## config.mk

```make
export PLATFORM = sky130hd
export DESIGN_NAME = ssc_round
export DESIGN_NICKNAME = d
export VERILOG_FILES = /design/src/rtl/ssc_pkg.sv /design/src/rtl/ssc_round.sv
export SDC_FILE = /design/constraint.sdc
export NUM_CORES = 1
export LEC_CHECK = 0
export ABC_CLOCK_PERIOD_IN_PS = 960
export BUFFER_PORTS_ARGS = -buffer_cell sky130_fd_sc_hd__buf_2
export CAP_MARGIN = 20
export CORE_AREA = 2 2 617 619
export DETAILED_ROUTE_END_ITERATION = 7
export DIE_AREA = 0 0 619 621
export GPL_ROUTABILITY_DRIVEN = 0
export PLACE_DENSITY = 0.3
export SLEW_MARGIN = 30
export SYNTH_ARGS = -nofsm -noshare
export SYNTH_HDL_FRONTEND = slang
export SYNTH_SLANG_ARGS = --single-unit
export TNS_END_PERCENT = 5
```

## constraint.sdc

```tcl
create_clock -name clk -period 0.96 [get_ports clk]
set_input_delay 0.096 -clock clk [delete_from_list [all_inputs] [get_ports clk]]
set_output_delay 0.096 -clock clk [all_outputs]
set_load 0.01 [all_outputs]
```

## src/rtl/ssc_pkg.sv

```systemverilog
// Shared types and constants for the SHA-256 midstate stamp scorer.
// No dependencies; imported by every module of the block.
package ssc_pkg;

	typedef logic [31:0] word_t;

	// Payload of one round stage: working variables a..h (index 0 = a)
	// and the sliding 16-word message schedule window (index 0 = oldest).
	typedef struct packed {
		word_t [15:0] w;
		word_t [7:0]  st;
	} rnd_t;

	// Configuration register indexes
	localparam logic [2:0] RegChainA    = 3'd0;
	localparam logic [2:0] RegChainB    = 3'd1;
	localparam logic [2:0] RegChainC    = 3'd2;
	localparam logic [2:0] RegChainD    = 3'd3;
	localparam logic [2:0] RegPriorLen  = 3'd4;
	localparam logic [2:0] RegMidValid  = 3'd5;
	localparam logic [2:0] RegTarget    = 3'd6;

	localparam int unsigned NumRounds = 64;

	// SHA-256 round constants
	localparam word_t RoundK [NumRounds] = '{
		32'h428a2f98, 32'h71374491, 32'hb5c0fbcf, 32'he9b5dba5,
		32'h3956c25b, 32'h59f111f1, 32'h923f82a4, 32'hab1c5ed5,
		32'hd807aa98, 32'h12835b01, 32'h243185be, 32'h550c7dc3,
		32'h72be5d74, 32'h80deb1fe, 32'h9bdc06a7, 32'hc19bf174,
		32'he49b69c1, 32'hefbe4786, 32'h0fc19dc6, 32'h240ca1cc,
		32'h2de92c6f, 32'h4a7484aa, 32'h5cb0a9dc, 32'h76f988da,
		32'h983e5152, 32'ha831c66d, 32'hb00327c8, 32'hbf597fc7,
		32'hc6e00bf3, 32'hd5a79147, 32'h06ca6351, 32'h14292967,
		32'h27b70a85, 32'h2e1b2138, 32'h4d2c6dfc, 32'h53380d13,
		32'h650a7354, 32'h766a0abb, 32'h81c2c92e, 32'h92722c85,
		32'ha2bfe8a1, 32'ha81a664b, 32'hc24b8b70, 32'hc76c51a3,
		32'hd192e819, 32'hd6990624, 32'hf40e3585, 32'h106aa070,
		32'h19a4c116, 32'h1e376c08, 32'h2748774c, 32'h34b0bcb5,
		32'h391c0cb3, 32'h4ed8aa4a, 32'h5b9cca4f, 32'h682e6ff3,
		32'h748f82ee, 32'h78a5636f, 32'h84c87814, 32'h8cc70208,
		32'h90befffa, 32'ha4506ceb, 32'hbef9a3f7, 32'hc67178f2
	};

endpackage

```

## src/rtl/ssc_round.sv

```systemverilog
// One registered SHA-256 compression round plus one message schedule step.
// Depends on ssc_pkg.
module ssc_round (
	input  logic          clk,
	input  logic          arst_n,
	input  logic          en,
	input  logic          in_valid,
	input  ssc_pkg::rnd_t in_data,
	input  ssc_pkg::word_t k_word,
	output logic          out_valid,
	output ssc_pkg::rnd_t out_data
);
	import ssc_pkg::*;

	function automatic word_t rotr(input word_t x, input int unsigned n);
		rotr = (x >> n) | (x << (32 - n));
	endfunction

	word_t a, b, c, d, e, f, g, h;
	word_t big_s0, big_s1, ch, maj, t1, t2;
	word_t sm_s0, sm_s1, w_next;
	rnd_t  nxt;
	logic  valid_s1;
	rnd_t  data_s1;

	// Round datapath
	always_comb begin
		a = in_data.st[0];
		b = in_data.st[1];
		c = in_data.st[2];
		d = in_data.st[3];
		e = in_data.st[4];
		f = in_data.st[5];
		g = in_data.st[6];
		h = in_data.st[7];
		big_s1 = rotr(e, 6) ^ rotr(e, 11) ^ rotr(e, 25);
		big_s0 = rotr(a, 2) ^ rotr(a, 13) ^ rotr(a, 22);
		ch     = (e & f) ^ (~e & g);
		maj    = (a & b) ^ (a & c) ^ (b & c);
		t1     = h + big_s1 + ch + k_word + in_data.w[0];
		t2     = big_s0 + maj;
		nxt.st[0] = t1 + t2;
		nxt.st[1] = a;
		nxt.st[2] = b;
		nxt.st[3] = c;
		nxt.st[4] = d + t1;
		nxt.st[5] = e;
		nxt.st[6] = f;
		nxt.st[7] = g;
	end

	// Schedule window slides by one word
	always_comb begin
		sm_s0  = rotr(in_data.w[1], 7) ^ rotr(in_data.w[1], 18) ^ (in_data.w[1] >> 3);
		sm_s1  = rotr(in_data.w[14], 17) ^ rotr(in_data.w[14], 19) ^ (in_data.w[14] >> 10);
		w_next = in_data.w[0] + sm_s0 + in_data.w[9] + sm_s1;
		for (int j = 0; j < 15; j++) begin
			nxt.w[j] = in_data.w[j + 1];
		end
		nxt.w[15] = w_next;
	end

	always_ff @(posedge clk or negedge arst_n) begin
		if (!arst_n) begin
			valid_s1 <= 1'b0;
		end else if (en) begin
			valid_s1 <= in_valid;
		end
	end

	always_ff @(posedge clk) begin
		if (en) begin
			data_s1 <= nxt;
		end
	end

	assign out_valid = valid_s1;
	assign out_data  = data_s1;

endmodule

```

==> results.cfg, run 1 <==
[yosys]
ys_seq_area_share_pct = 63.0
synth.area.top_cells = edfxtp_1 63%, fa_1 10%, xnor2_1 6.1%, ha_1 4.2%, inv_1 3.7%
async_flop_share_pct = 0.130
yosys_warnings = 0
syn_nets = 3515
synthTopCellsByCount = 768 x edfxtp_1, 365 x inv_1, 257 x xnor2_1, 187 x fa_1, 124 x ha_1
synth.top_cell.area_share_pct = 62.9
synth_most_common_cell = edfxtp_1
synth-main-ff-cell = edfxtp_1
synth_area_sq_um = 36700
synth-edff-count = 768
syn_inst = 2400
ys_types = 69
syn_avg_cell_area_sq_um = 15.3
yosys.area.top_type = edfxtp_1
ys_ff_latch = 769

[place]
hpwl_um = 269000
io_buffers = 1572
dp.cells = 9773
dpl_cell_area_sq_um = 57500

[power_and_ir_drop]
powerDensity_nw_per_um2 = 3710
power.total_uw = 278000
leakagePower_uw = 0.0319
ir_worst_vdd_v = 0.00341

[setup_path]
slowest_stage = fa_1
cpMostUsedCell = fa_1
r2r-start = out_valid$_DFFE_PN0P_
crit_path_max_incr_delay_ns = 0.54
end_kind = register
critPathLaunchType = input port
path_max_fanout = 4
critPathLaunch = in_data[258]
path_class = in -> reg
arrival_ns = 6.40
required_ns = 1.52

[run]
max-cap-violations = 0

[detailed_routing]
wl_per_cell_um = 27.8
ant_nets = 0
vias_per_cell = 3.14
vias = 35091
drt-initial-drc-count = 1550
drt-total-wl_um = 311000
drc = 0
dr.pass1.iters = 5

[timing]
fin_setup_tns_ns = -691.47
setup_slack_ns = -4.88
fin_skew_ns = 0
post-route-min-period_ns = 5.84
hold_viol = 28
finalCritPeriodShare_pct = 608
slew_headroom_pct = 59.4
rsz0062_at_grt = yes
setup_viol_count_final = 1001
maxSlewViolCount = 0
tightest_slew_ns = 0.592
fmax_mhz = 171
whs_ns = -0.429

[hold_path]
min-delay-start = in_data[96]
hold_class = in -> reg

[run_status]
violations = negative hold slack, negative setup slack
status = complete, but fails checks

[floorplanning]
rows = 226
core_area_sq_um = 378000
ios = 1573
start_util_pct = 9.70
fp.dieW_um = 619
die_area_sq_um = 384000
die_h_um = 621

[final_layout]
fin_area_sq_um = 75000
stdcell_count = 11185
num-nets-final = 7152
drive_gt1_share_pct = 46.4
area_delta_synth_final_pct = 105
fillerInstances = 41368

[grt]
use_met1_pct = 14.2
use_met3_pct = 3.44
grt_pass1_wl_um = 389000
overflow = 0
busiest_layer = met2
grt_antenna_before_repair = 155
grt_usage_pct = 15.6
grt_max_degree = 37
grt.met2_usage_pct = 32.5
first_global_vias = 38145

[clock_tree]
root_buffer = clkbuf_16
clkSinkCount = 769
hold_buffers = 1131
numCtsBuffers = 109
insertion_delay_ns = 0.81
clockBufferDepth = 4
cts_tree = built
h-tree-depth = 3
path_clk_slew_ns = 0.06
==> logic make-up (layout without fill, tap and decap cells) <==
kind of cell / count (synthesis) / after routing / share of synthesized area [%]
AO/OA/AOI/OAI: 315 / 315 / 5.55
XOR/XNOR: 367 / 367 / 8.81
adder cells (fa/ha/maj): 332 / 332 / 15.0
buffers and inverters: 384 / 4103 / 3.93
flip-flops: 769 / 769 / 63.0
multiplexers: 34 / 34 / 0.970
other: 0 / 50 / 0
AND/OR/NAND/NOR: 199 / 199 / 2.72
==> area by class of cell <==
type,count,area (sq um),share of cell area [%]
Timing Repair Buffer,3545,26700,35.5
Sequential cell,769,23100,30.8
Multi-Input combinational cell,1247,13900,18.5
Tap cell,5016,6280,8.37
Clock buffer,121,2820,3.75
Inverter,365,1390,1.85
Clock inverter,72,768,1.02
Antenna cell,50,125,0.167
==> metal layers <==
| metal | share of wire (%) | routed length [um] | up-vias |
|---|---|---|---|
| li1 | - | - | 15778 |
| met1 | 32 | 98400 | 17436 |
| met2 | 58 | 180000 | 1346 |
| met3 | 5.7 | 17800 | 457 |
| met4 | 4.6 | 14100 | 74 |
| met5 | 0.15 | 458 | - |
==> worst max-delay path: cells and delay by family <==
kind	cells	cell delay, ns
adder cells (fa/ha/maj)	6	2.72
AO/OA/AOI/OAI	12	2.49
XOR/XNOR	3	0.44
buffers and inverters	5	0.42
AND/OR/NAND/NOR	2	0.20
==> flip-flops by register name (all words and copies together), names as in the netlist <==
register,flops
out_data,768
out_valid,1
==> placed cells by master, fill, tap and decap left out, drive strengths merged, types with 21 or more instances in the layout <==
cell type,count
o21ai,58
fa,187
a21oi,103
maj3,21
nand2,48
ha,124
nor2,51
diode,50
edfxtp,768
clkbuf,122
a21o,53
mux2i,22
inv,378
xor2,109
dlygate4sd3,1131
clkinv,37
buf,2413
xnor2,257
==> path summary, 6_finish.rpt <==
check | end | slack [ns] | cells past startpoint
max | out_data[31]$_DFFE_PP_ | -4.88 | 28
min | out_data[128]$_DFFE_PP_ | -0.43 | 2
max reg2reg | out_valid$_DFFE_PN0P_ | 0.21 | 1
min reg2reg | out_valid$_DFFE_PN0P_ | 0.52 | 1
max in group asynchronous | out_valid$_DFFE_PN0P_ | 0.73 | 3
min in group asynchronous | out_valid$_DFFE_PN0P_ | 0.13 | 3
==> through the flow <==
stage | worst slack, ns | util, %
global placement | -6.22 | 15.2
floorplan | -4.97 | -
finish | -4.88 | 19.9
global route | -5.17 | 19.8
CTS | -4.82 | 19.5
detailed placement | -6.20 | 15.2
==> power by group <==
part           total, uW  internal [uW]  switching (uW)
combinational     188000          94900           92600
sequential         48400          47000            1490
clock              42200          24400           17800
total             278000         166000          112000
==> timing repair <==
action,4_1_cts,5_1_grt
setup buffers,34,32
gates resized for setup,233,266
pin swaps,117,86
setup endpoints to repair,865,928
endpoints found under the hold margin,1312,31
cloned,0,0
No activity file was read; power rests on OpenSTA's default activity.
==> run 2: changes to the inputs <==
--- a/config.mk
+++ b/config.mk
@@ -13,6 +13,7 @@
 export DIE_AREA = 0 0 619 621
 export GPL_ROUTABILITY_DRIVEN = 0
 export PLACE_DENSITY = 0.3
+export SETUP_SLACK_MARGIN = 0.2
 export SLEW_MARGIN = 30
 export SYNTH_ARGS = -nofsm -noshare
 export SYNTH_HDL_FRONTEND = slang
==> results.cfg, run 2 (synthesis gave the netlist of run 1 again) <==
[clock_tree]
hold_buffers = 1137
root_buffer = clkbuf_16
h-tree-depth = 3
numCtsBuffers = 109
clockBufferDepth = 4
cts_tree = built
insertion_delay_ns = 0.81
path_clk_slew_ns = 0.06
clkSinkCount = 769

[timing]
hold_viol = 31
post-route-min-period_ns = 5.83
fmax_mhz = 171
rsz0062_at_grt = yes
setup_slack_ns = -4.87
fin_setup_tns_ns = -885.72
tightest_slew_ns = 0.861
fin_skew_ns = 0
setup_viol_count_final = 1610
finalCritPeriodShare_pct = 607
maxSlewViolCount = 0
whs_ns = -0.427
slew_headroom_pct = 42.4

[detailed_routing]
drc = 0
wl_met2_um = 182000
vias = 35224
vias_per_cell = 3.14
highest_layer = met5
drt-total-wl_um = 313000
drt-initial-drc-count = 1469
wl_per_cell_um = 27.9
wl_met3_um = 18000
dr.pass1.iters = 5
drt-met1-wl_um = 98800
ant_nets = 0

[setup_path]
arrival_ns = 6.45
crit_path_max_incr_delay_ns = 0.56
path_max_fanout = 4
slowest_stage = fa_1
r2r_slack_ns = 0.21
timing.rr.end = out_valid$_DFFE_PN0P_
required_ns = 1.58
setup.worst_path.end = out_data[30]$_DFFE_PP_
critPathLaunch = in_data[227]
path_class = in -> reg
end_kind = register
r2r-start = out_valid$_DFFE_PN0P_
critPathLaunchType = input port
reg2reg_depth = 1

[run_status]
violations = negative hold slack, negative setup slack
status = complete, but fails checks

[final_layout]
largest_reg_flops = 768
final_cell_mix = 1463 x buf_2, 1136 x dlygate4sd3_1, 768 x edfxtp_1, 748 x buf_4, 333 x inv_1
num-nets-final = 7184
area_delta_synth_final_pct = 108
fin_area_sq_um = 76100
final_common_cell = buf_2
stdcell_count = 11209
drive_gt1_share_pct = 47.7

[floorplanning]
ios = 1573
rows = 226
die_h_um = 621
die_area_sq_um = 384000
start_util_pct = 9.70
core_area_sq_um = 378000
fp.dieW_um = 619

[power_and_ir_drop]
powerDensity_nw_per_um2 = 3720
leakagePower_uw = 0.0323
ir_worst_vdd_v = 0.00364
power.total_uw = 283000

[grt]
grt_pass1_wl_um = 392000
overflow = 0
grt_antenna_before_repair = 151
first_global_vias = 38410
grt_usage_pct = 15.7
grt_max_degree = 37

[place]
post-place-ws_ns = -6.20
io_buffers = 1572
dp.cells = 9773
hpwl_um = 269000
dpl_cell_area_sq_um = 57500

[run]
max-cap-violations = 0

[hold_path]
hold_class = in -> reg
-- run 2: repair_timing --
item / CTS / global route
endpoints found under the hold margin: 1311 / 32
pin swaps: 144 / 121
setup buffers: 32 / 32
gates resized for setup: 458 / 223
endpoints found under the setup margin: 866 / 1649
-- run 2: power breakdown --
part	switching, uW	leakage [uW]	internal (uW)
clock network	17800	0.00173	24400
registers	1540	0.00753	47000
logic	94300	0.0230	98500
total	114000	0.0323	170000
-- run 2: how the worst min path moves through the flow --
stage,start,end,cells after the start,slack [ns]
4_1_cts,in_data[96],out_data[128]$_DFFE_PP_,2,-0.54
3_3_place_gp,arst_n,out_valid$_DFFE_PN0P_,1,-0.12
3_5_place_dp,arst_n,out_valid$_DFFE_PN0P_,1,-0.13
6_report,in_data[96],out_data[128]$_DFFE_PP_,2,-0.43
5_1_grt,in_data[96],out_data[128]$_DFFE_PP_,2,-0.48
2_1_floorplan,arst_n,out_valid$_DFFE_PN0P_,0,-0.20
-- run 2: per-layer routing --
layer  GRT usage (%)  vias to the layer above
met5               0                        -
li1                -                    15825
met4            5.74                       74
met2            32.9                     1352
met3            3.47                      456
met1            14.2                    17517
-- run 2: per-stage QoR --
step	utilization, %	hold slack (ns)
final	20.2	-0.427
after global routing	20.1	-0.479
after CTS	19.8	-0.536
after detailed placement	15.2	-0.126
after global placement	15.2	-0.125
after floorplan	-	-0.200
-- run 2: worst max-delay path, delay by kind of cell --
kind	cells	cell delay, ns
buffers and inverters	10	1.07
AND/OR/NAND/NOR	5	0.77
AO/OA/AOI/OAI	10	1.49
XOR/XNOR	2	0.36
adder cells (fa/ha/maj)	6	2.63
-- run 2: final cells by class --
type                            instances  area [sq um]
Inverter                              365          1400
Timing Repair Buffer                 3577         27400
Multi-Input combinational cell       1247         14300
Tap cell                             5016          6280
Clock buffer                          121          2820
Clock inverter                         72           768
Sequential cell                       769         23100
Fill cell                           41275        302000
Antenna cell                           42           105
