**src/rtl/ssc_pkg.sv**
```systemverilog
// Shared types and constants for the SHA-256 midstate stamp scorer.
// No dependencies; imported by every module of the block.
package ssc_pkg;

	typedef logic [31:0] word_t;

	// Payload of one round stage: working variables a..h (index 0 = a)
	// and the sliding 16-word message schedule window (index 0 = oldest).
	typedef struct packed {
		word_t [15:0] w;
		word_t [7:0]  st;
	} rnd_t;

	// Configuration register indexes
	localparam logic [2:0] RegChainA    = 3'd0;
	localparam logic [2:0] RegChainB    = 3'd1;
	localparam logic [2:0] RegChainC    = 3'd2;
	localparam logic [2:0] RegChainD    = 3'd3;
	localparam logic [2:0] RegPriorLen  = 3'd4;
	localparam logic [2:0] RegMidValid  = 3'd5;
	localparam logic [2:0] RegTarget    = 3'd6;

	localparam int unsigned NumRounds = 64;

	// SHA-256 round constants
	localparam word_t RoundK [NumRounds] = '{
		32'h428a2f98, 32'h71374491, 32'hb5c0fbcf, 32'he9b5dba5,
		32'h3956c25b, 32'h59f111f1, 32'h923f82a4, 32'hab1c5ed5,
		32'hd807aa98, 32'h12835b01, 32'h243185be, 32'h550c7dc3,
		32'h72be5d74, 32'h80deb1fe, 32'h9bdc06a7, 32'hc19bf174,
		32'he49b69c1, 32'hefbe4786, 32'h0fc19dc6, 32'h240ca1cc,
		32'h2de92c6f, 32'h4a7484aa, 32'h5cb0a9dc, 32'h76f988da,
		32'h983e5152, 32'ha831c66d, 32'hb00327c8, 32'hbf597fc7,
		32'hc6e00bf3, 32'hd5a79147, 32'h06ca6351, 32'h14292967,
		32'h27b70a85, 32'h2e1b2138, 32'h4d2c6dfc, 32'h53380d13,
		32'h650a7354, 32'h766a0abb, 32'h81c2c92e, 32'h92722c85,
		32'ha2bfe8a1, 32'ha81a664b, 32'hc24b8b70, 32'hc76c51a3,
		32'hd192e819, 32'hd6990624, 32'hf40e3585, 32'h106aa070,
		32'h19a4c116, 32'h1e376c08, 32'h2748774c, 32'h34b0bcb5,
		32'h391c0cb3, 32'h4ed8aa4a, 32'h5b9cca4f, 32'h682e6ff3,
		32'h748f82ee, 32'h78a5636f, 32'h84c87814, 32'h8cc70208,
		32'h90befffa, 32'ha4506ceb, 32'hbef9a3f7, 32'hc67178f2
	};

endpackage

```
**src/rtl/ssc_score.sv**
```systemverilog
// Final digest add, leading zero count and target compare (three stages).
// Depends on ssc_pkg.
module ssc_score (
	input  logic                 clk,
	input  logic                 arst_n,
	input  logic                 en,
	input  logic                 in_valid,
	input  ssc_pkg::word_t [7:0] st,
	input  ssc_pkg::word_t [7:0] chain,
	input  logic                 mid_valid,
	input  logic [8:0]           target,
	output logic                 out_valid,
	output logic [8:0]           count,
	output logic                 meets
);
	import ssc_pkg::*;

	function automatic logic [5:0] lzc32(input word_t v);
		logic [5:0] n;
		n = 6'd32;
		for (int i = 0; i < 32; i++) begin
			if (v[i]) begin
				n = 6'(31 - i);
			end
		end
		lzc32 = n;
	endfunction

	logic                valid_s1, valid_s2, valid_q;
	word_t [7:0]         dig_s1;
	logic  [7:0][5:0]    lz_s2;
	logic  [8:0]         total;
	logic  [8:0]         cnt_q;
	logic                meet_q;

	// Combine per-word counts: stop at the first word that is not all zero; total is 0 while mid_valid is low
	always_comb begin
		logic done;
		done  = 1'b0;
		total = 9'd0;
		for (int i = 0; i < 8; i++) begin
			if (!done) begin
				total = total + {3'd0, lz_s2[i]};
				if (lz_s2[i] != 6'd32) begin
					done = 1'b1;
				end
			end
		end
		if (!mid_valid) begin
			total = 9'd0;
		end
	end

	always_ff @(posedge clk or negedge arst_n) begin
		if (!arst_n) begin
			valid_s1 <= 1'b0;
			valid_s2 <= 1'b0;
			valid_q  <= 1'b0;
		end else if (en) begin
			valid_s1 <= in_valid;
			valid_s2 <= valid_s1;
			valid_q  <= valid_s2;
		end
	end

	// Digest add, per-word counts, result register
	always_ff @(posedge clk) begin
		if (en) begin
			for (int i = 0; i < 8; i++) begin
				dig_s1[i] <= chain[i] + st[i];
				lz_s2[i]  <= lzc32(dig_s1[i]);
			end
			cnt_q  <= total;
			meet_q <= (total >= target);
		end
	end

	assign out_valid = valid_q;
	assign count     = cnt_q;
	assign meets     = meet_q;

endmodule
```
**config.mk**
```make
export PLATFORM = sky130hd
export DESIGN_NAME = ssc_score
export DESIGN_NICKNAME = d
export VERILOG_FILES = /design/src/rtl/ssc_pkg.sv /design/src/rtl/ssc_score.sv
export SDC_FILE = /design/constraint.sdc
export NUM_CORES = 1
export LEC_CHECK = 0
export BUFFER_PORTS_ARGS = -buffer_cell sky130_fd_sc_hd__buf_2
export CAP_MARGIN = 20
export CORE_UTILIZATION = 35
export DETAILED_ROUTE_END_ITERATION = 7
export HOLD_SLACK_MARGIN = 0.06
export SLEW_MARGIN = 5
export SYNTH_ARGS = -nofsm -noshare
export SYNTH_HDL_FRONTEND = slang
export SYNTH_SLANG_ARGS = --single-unit
```
**constraint.sdc**
```tcl
create_clock -name clk -period 18.2 [get_ports clk]
set_input_delay 3.64 -clock clk [delete_from_list [all_inputs] [get_ports clk]]
set_output_delay 3.64 -clock clk [all_outputs]
set_load 0.1 [all_outputs]
```
==> impl.org, run 1 <==
** Die
- Height of the chip :: 276.1 µm
- Core Box Area :: 74320 µm²
- Starting Density :: 0.3538
- From left edge to right edge, the die measures 276.1 µm.
- Die Footprint :: 76220 µm²
- In this run the count of I/O pins placed on the die edge is 537.
- Std cell rows :: 100

** Setup path
- In this run the worst setup path begins at lz_s2[1]$_SDFFCE_PP0P_.
- End of the worst register-to-register path :: meets$_DFFE_PP_
- Data on the critical path is required at its endpoint by 18510 ps.
- Worst stage delay on the critical path :: 650 ps
- Category of the most critical setup path :: flip-flop to flip-flop
- The critical path ends at meets$_DFFE_PP_.
- Worst reg2reg path depth :: 42
- Slack of the worst reg-to-reg path :: 9240 ps
- In this run the worst path has a maximum fanout of 7.
- The most numerous cell type found on the critical path is ha_1.
- In this run the critical register-to-register path is launched from lz_s2[1]$_SDFFCE_PP0P_.
- Critical path's slowest cell :: or4b_1
- Critical path capture point type :: flip-flop
- Arrival time worst endpoint :: 9270 ps
- The worst setup path is launched from a flip-flop.

** Placed design
- At the end of routability-driven placement, the weighted congestion stood at 0.8909.
- The count of buffers added on input and output ports is 536.
- Worst slack, placed :: 9262 ps
- The placed instances occupy a cell area of 30150 µm².
- Post-DP HPWL :: 57040 µm

** Timing
- For the final routed database, the setup TNS stands at 0 ps.
- Setup repair after global routing missed its margin :: no
- For this run, the top clock speed supported by timing is 0.1117 GHz.
- Ratio of final minimum period to clock period :: 0.4921
- The worst path meets setup with 9244 ps of slack.
- Slew Viols, Final :: 0
- Time the final worst path needs with I/O delays and setup :: 8956 ps
- Setup violations remaining at the end of the flow were counted as 0.
- The final count of hold timing violations came to 0.
- For the pin with the worst max-slew slack, the measured transition is 1017 ps.
- Between clock sinks in the finished design, the worst skew comes to 18.20 ps.
- Relative slew margins :: 0.3218

** Global route
- Largest net degree at the start of global routing :: 94
- Vias in the first global route :: 21720
- Initial antenna violation count :: 22
- The first global-routing pass estimated 110400 µm of wire.
- Total congestion overflow after global routing :: 0
- Total GRT Usage :: 0.1783

** CTS
- Number of buffers created by CTS :: 39
- Counting every sink on the clock net gives 317.
- No sink is reached through more buffers than the 3 on the longest clock path.
- Clock tree synthesis selected as its root buffer the cell clkbuf_16.
- Clock latency reported for the late side of the worst-skew pair :: 560 ps
- TritonCTS built the clock tree.
- Count of hold buffers inserted by post-cts repair :: 0
- Clock-pin slew was measured on the worst setup and hold paths at 60 ps.
- Post-CTS setup buffer count :: 0
- H-tree depth :: 2
- Cells resized by post-CTS repair :: 0

** Yosys
- By count the netlist is led by edfxtp_1 (314), ha_1 (299), a21oi_1 (278), nor2_1 (248), inv_1 (196).
- Synth top area cells :: edfxtp_1 (36%), ha_1 (14%), xnor2_1 (5.8%)
- Seq/Total Area, Yosys :: 0.3615
- Counting flops and latches in the post-synthesis netlist gives 317.
- Library cell with the highest instance count after synthesis :: edfxtp_1
- Count of different cell masters after synthesis :: 78
- Fraction of registers with async set/reset :: 0.009464
- During synthesis, Yosys emitted a total of 0 warnings.
- Prevailing post-synth register cell :: edfxtp_1
- Averaged over all synthesized cells, the footprint is 9.447 µm².
- Count of flip-flops with a built-in enable after synthesis :: 314
- Cell taking the most area after synthesis :: edfxtp_1
- Cell area after technology mapping :: 26290 µm²
- Synthesis produced a netlist whose cell count is 2783.
- The number of nets in the synthesized netlist is 3623.
- Of the post-synthesis cell area, the dominant cell type holds 0.3586.

** Finish
- From synthesis to final layout, the design area changed by 19.30%.
- The net count of the finished layout is 4187.
- Final design instance area without fill :: 31370 µm²
- Measured on the finished design, the core utilization comes to 0.4220.
- Proportion of layout cells with a drive suffix above 1 :: 0.1882

** Power
- Power spread over the standard cell area amounts to 78.34 nW/µm².
- Int Pwr :: 0.001698 W
- Combinational power share :: 0.281
- IR analysis of the VDD net gives a maximum drop of 0.04675 mV.
- The share of total power dissipated in the clock network is 0.301.
- Summed over all cells, the static leakage comes to 13.93 nW.
- Portion of total power attributed to sequential cells :: 0.419
- Of the total power, the share spent switching nets is 0.3091.
- The analysis attributes to net switching a power of 0.0007595 W.

** Routing
- Mean number of vias per cell :: 5.128
- Routed wire length per instance :: 15.92 µm
- Number of nets with antenna violations after detailed routing :: 0
- Violation count after the first detailed-route iteration :: 1055
- The first detailed-routing pass ran for 5 iterations.
- Final routed DRC violation total :: 0
- Total number of vias :: 22280
- WL final :: 69190 µm

** Status
- Run status :: completed

** Flow run
- The tool flagged a number of max-cap violations equal to 0.

** Worst hold path
- The tightest min-delay check is of the flip-flop to flip-flop type.
## placed cells by master, fill, tap and decap left out, types with 14 or more instances in the layout
master     Yosys  routed
and3_1        16      16
nor2b_1       50      50
o21a_1        58      58
fa_1          15      15
nand2_1      156     156
a211oi_1      31      31
inv_1        196     196
nor3_1       108     108
o21bai_1      57      57
clkbuf_16      0      39
a21boi_0      22      22
nor2_1       248     248
nor4_1        57      57
a221o_1       14      14
a31oi_1       20      20
nand2b_1      32      32
nand3_1       57      57
a21oi_1      278     278
xor2_1        74      74
xnor2_1      174     174
or3_1         15      15
a21o_1       133     133
edfxtp_1     314     314
nand3b_1      14      14
o211ai_1      16      16
o21ai_0      126     126
ha_1         299     299
buf_2          3     535
o31ai_1       35      35
## power groups by stage
stage	Combinational, W	Clock, W	Sequential, W
after floorplan	0.000479	0	0.00103
after global placement	0.000689	0	0.00104
after detailed placement	0.000693	0	0.00104
after CTS	0.000699	0.000766	0.00103
after global routing	0.000780	0.000791	0.00104
final	0.000690	0.000739	0.00103
## worst min path at each step
stage,startpoint,to,slack (ps),cells past startpoint
CTS,out_valid$_DFFE_PN0P_,out_valid$_DFFE_PN0P_,500,1
detailed placement,out_valid$_DFFE_PN0P_,out_valid$_DFFE_PN0P_,490,1
floorplan,valid_s1$_DFFE_PN0P_,valid_s1$_DFFE_PN0P_,470,1
finish,valid_s2$_DFFE_PN0P_,out_valid$_DFFE_PN0P_,500,1
global placement,out_valid$_DFFE_PN0P_,out_valid$_DFFE_PN0P_,480,1
global route,out_valid$_DFFE_PN0P_,out_valid$_DFFE_PN0P_,520,1
## cell type report
type / count / area [µm²]
antenna: 7 / 17.52
tap: 969 / 1212
multi-input combinational: 2254 / 15980
sequential: 317 / 9504
timing repair buffer: 539 / 2715
fill: 7394 / 42960
clock buffer: 43 / 991.0
inverter: 196 / 735.7
clock inverter: 20 / 205.2
## critical path: cells and delay by family, from the launching register on
kind	cells	cell delay (ps)
buffers and inverters	2	120
AND/OR/NAND/NOR	12	2080
multiplexers	1	280
flip-flops	1	460
XOR/XNOR	4	690
adder cells (fa/ha/maj)	8	2350
AO/OA/AOI/OAI	15	2730
## metrics by stage
step	hold WS (ps)	total power (W)	instances
4_1_cts	502.8	0.002493	4338
3_5_place_dp	490.5	0.001734	4275
3_3_place_gp	484.3	0.001729	4275
6_report	499.3	0.002457	4345
5_1_grt	515.8	0.002615	4343
2_1_floorplan	474.9	0.001508	2783
## logic make-up (layout without fill, tap and decap cells)
kind of cell / count (synthesis) / count (layout) / share of synthesized area
AOI/OAI and AO/OA: 876 / 876 / 0.2170
xor gates and xnor gates: 250 / 250 / 0.08438
adders and majority gates: 314 / 314 / 0.1537
buffers and inverters: 212 / 798 / 0.03055
DFF: 317 / 317 / 0.3615
muxes: 15 / 15 / 0.006234
other: 0 / 7 / 0
and+or+nand+nor: 799 / 799 / 0.1467
## layer usage
layer	vias to the layer above	track usage	wire length (µm)
met2	451	0.3044	32470
met4	30	0.05057	1732
met3	120	0.03794	3573
met1	10130	0.2262	31230
met5	-	0	184
li1	11540	-	-
## flip-flops by register name, summed over array words and instances (netlist names)
name       count
count          9
valid_s1       1
valid_s2       1
meets          1
dig_s1       256
lz_s2         48
out_valid      1
(Power assumes the default switching activity.)
==> run 2: changes to the inputs <==
==> constraint.sdc (replaced) <==
create_clock -name clk -period 9.32 [get_ports clk]
set_input_delay 1.864 -clock clk [delete_from_list [all_inputs] [get_ports clk]]
set_output_delay 1.864 -clock clk [all_outputs]
set_load 0.1 [all_outputs]
==> run 2 against run 1 <==
  * Combinational power is 96% higher
  * Sequential power increased by 95%
  * Worst hold slack better by 3.0 ps
  * Critical path depth up 4
  * Non-clock buffer count grew 1
  * Cell area grew 0.35%
  * Global-route usage increased by 0.11 points
  * Sequential share of layout area down 0.11 points
  * Via count up 0.51%
  * Highest routed layer unchanged
==> impl.org, run 2 (synthesis gave the netlist of run 1 again) <==
** Setup path
- The worst-path cell with the longest stage delay is or4b_4 (was or4b_1).
- The count of cells along the worst register-to-register path was 46 (was 42).
- The worst setup slack for register-to-register paths was 830 ps (was 9240 ps).
- The signal arrival time at the worst endpoint was 8800 ps (was 9270 ps).
- Category of the most critical setup path :: flip-flop to flip-flop (unchanged)
- The reg-to-reg endpoint is meets$_DFFE_PP_ (unchanged).
- The data required time at the worst endpoint came to 9630 ps (was 18510 ps).
- Worst stage delay on the critical path :: 630 ps (was 650 ps)
- Launching instance or port of the critical path :: lz_s2[0]$_SDFFCE_PP0P_ (was lz_s2[1]$_SDFFCE_PP0P_)
- Critical path capture point type :: flip-flop (unchanged)
- CP Launch Type :: flip-flop (unchanged)
- The maximum fanout along the worst path came to 7 (unchanged).
- Most Frequent Cell on Critical Path :: ha_1 (unchanged)
- The startpoint of the most critical register-to-register path is lz_s2[0]$_SDFFCE_PP0P_ (was lz_s2[1]$_SDFFCE_PP0P_).

** Power
- Maximum resistive drop on vdd :: 0.09484 mV (was 0.04675 mV)
- Leakage :: 13.98 nW (was 13.93 nW)
- Power density normalized to cell area :: 154.8 nW/µm² (was 78.34 nW/µm²)

** Global route
- The peak-usage layer in the global routing report was met2 (unchanged).
- Vias in the first global route :: 21900 (was 21720)
- Largest net degree at the start of global routing :: 104 (was 94)
- Total GRT Usage :: 0.1794 (was 0.1783)
- The met1 routing resource usage after global routing is 0.2257 (was 0.2262).
- The initial antenna violation count is 20 (was 22).
- Global routing usage on met2 :: 0.3077 (was 0.3044)
- The global-route wire length before repair came to 111400 µm (was 110400 µm).
- Met3 demand-to-capacity share in global routing :: 0.04056 (was 0.03794)
- The total global routing overflow was 0 (unchanged).

** CTS
- Clock tree buffer depth :: 3 (unchanged)
- Count of hold buffers inserted by post-cts repair :: 0 (unchanged)
- The number of CTS-inserted buffers was 40 (was 39).
- Clock Root Buffer :: clkbuf_16 (unchanged)
- The clock sink count came to 317 (unchanged).
- H-tree depth :: 2 (unchanged)
- The quantity of gates resized following cts is 0 (unchanged).
- The clock input transition at the sequential cells of the worst setup and hold paths is 60 ps (about the same).
- The TritonCTS clock tree is built (unchanged).
- Post-CTS setup buffer count :: 0 (unchanged)
- Clock latency reported for the late side of the worst-skew pair :: 570 ps (was 560 ps)

** Placed design
- The post-place instance area came to 30150 µm² (unchanged).
- Number of placed instances, taps included :: 4275 (unchanged)
- Post-DP HPWL :: 57040 µm (about the same)
- The final weighted congestion in routability-driven placement was 0.8992 (was 0.8909).
- The number of buffer cells added on primary ports came to 536 (unchanged).

** Worst hold path
- The worst hold path endpoint was out_valid$_DFFE_PN0P_ (unchanged).
- The launch point of the worst hold path was out_valid$_DFFE_PN0P_ (was valid_s2$_DFFE_PN0P_).
- The path category of the worst min-delay check is flip-flop to flip-flop (unchanged).
- The hold path depth is 1 (unchanged).

** Routing
- Mean number of vias per cell :: 5.145 (was 5.128)
- Routed wire length per instance :: 15.93 µm (was 15.92 µm)
- The total number of vias is 22390 (was 22280).
- Number of nets with antenna violations after detailed routing :: 0 (unchanged)
- Violation count after the first detailed-route iteration :: 1023 (was 1055)
- The number of DRC violations after detailed routing is 0 (unchanged).
- Pre-Repair DR Iteration Count :: 5 (unchanged)
- WL final :: 69310 µm (was 69190 µm)

** Status
- Run status: completed (unchanged).

** Finish
- The number of nets at the end of the flow was 4189 (was 4187).
- The final core utilization was 0.4235 (was 0.4220).
- The largest register by flop count was dig_s1 (unchanged).
- Proportion of layout cells with a drive suffix above 1 :: 0.1888 (was 0.1882)
- The leading cell type in the layout, fill and taps excluded is buf_2 (unchanged).
- Commonest cells after routing, fill and taps aside :: buf_2 (535), edfxtp_1 (314), ha_1 (299), a21oi_1 (278), nor2_1 (248) (unchanged)
- The number of fillers in the final layout is 7364 (was 7394).
- Max reg flops :: 256 (unchanged)
- Area added between synthesis and finish :: 19.72% (was 19.30%)
- The count of non-filler cells in the finished layout is 4352 (was 4345).
- Final design instance area without fill :: 31480 µm² (was 31370 µm²)

** Timing
- The time the final worst path needs with I/O delays and setup came to 8489 ps (was 8956 ps).
- The post-route clock period utilization came to 0.9109 (was 0.4921).
- Setup clock skew after layout :: 30.45 ps (was 18.20 ps)
- Transition time of the tightest slew-check pin :: 992.2 ps (was 1017 ps)
- The headroom to the max-slew limit came to 0.3385 (was 0.3218).
- Final number of hold-violating endpoints :: 0 (unchanged)
- The achievable frequency is 0.1178 GHz (was 0.1117 GHz).
- Slew Viols, Final :: 0 (unchanged)
- Count of final setup violators :: 0 (unchanged)

** Die
- Ports :: 537 (unchanged)
- The area of the placeable core is 74320 µm² (unchanged).
- The vertical die dimension is 276.1 µm (unchanged).
- The number of placement rows was 100 (unchanged).
- The die area came to 76220 µm² (unchanged).
- Starting Density :: 0.3538 (unchanged)
- The chip width was 276.1 µm (unchanged).

** Flow run
- The max-cap violation count came to 0 (unchanged).
[run 2: changes by cell type in the layout (fill, tap and decap cells not counted), sizes merged]
cell          delta
clkbuf           +7
diode            -3
clkinv           -2
inv              +2
bufinv           +1
clkinvlp         +1
dlymetal6s2s     +1
[run 2: worst max-delay path: cells and delay by family, from the launching register on]
| family | cells | cell delay [ps] |
|---|---|---|
| AO/OA/AOI/OAI | 12 | 2100 |
| XOR/XNOR | 6 | 1050 |
| adder cells (fa/ha/maj) | 7 | 1990 |
| buffers and inverters | 2 | 150 |
| flip-flops | 1 | 470 |
| multiplexers | 1 | 120 |
| AND/OR/NAND/NOR | 18 | 2340 |
[run 2: report_power, final]
group	total, W	switching (W)	internal (W)
logic	0.00135	0.000738	0.000612
registers	0.00201	0.000151	0.00186
clock network	0.00151	0.000610	0.000905
[run 2: per-layer routing]
metal	vias up	wire, µm
met2	443	32830
met3	116	3775
li1	11550	-
met4	32	1479
met1	10260	31020
met5	-	200
[run 2: worst max-delay path by stage]
| stage | end | slack (ps) | cells past startpoint |
|---|---|---|---|
| 3_5_place_dp | meets$_DFFE_PP_ | 360 | 46 |
| 6_report | meets$_DFFE_PP_ | 830 | 46 |
| 4_1_cts | meets$_DFFE_PP_ | 300 | 46 |
| 5_1_grt | meets$_DFFE_PP_ | -10 | 46 |
| 2_1_floorplan | meets$_DFFE_PP_ | 1340 | 47 |
| 3_3_place_gp | meets$_DFFE_PP_ | 520 | 46 |
[run 2: area by class of cell]
| type | count | area [µm²] | area share |
|---|---|---|---|
| inverters | 196 | 735.7 | 0.02337 |
| clock inverters | 22 | 232.7 | 0.007394 |
| well taps | 969 | 1212 | 0.03852 |
| diodes | 4 | 10.01 | 0.0003180 |
| flip-flops and latches | 317 | 9504 | 0.3020 |
| multi-input cells | 2254 | 16010 | 0.5088 |
| repair buffers | 540 | 2728 | 0.08666 |
| clock buffers | 50 | 1039 | 0.03299 |
[run 2: metrics by stage]
stage                     worst slack, ps  total power, W  TNS, ps  hold slack [ps]
after detailed placement            360.1        0.003387        0            490.6
after floorplan                      1339        0.002945        0            474.9
after global routing               -14.34        0.005188   -14.34            517.4
final                               830.9        0.004872        0            502.3
after CTS                           295.0        0.004949        0            504.9
after global placement              521.2        0.003377        0            484.5
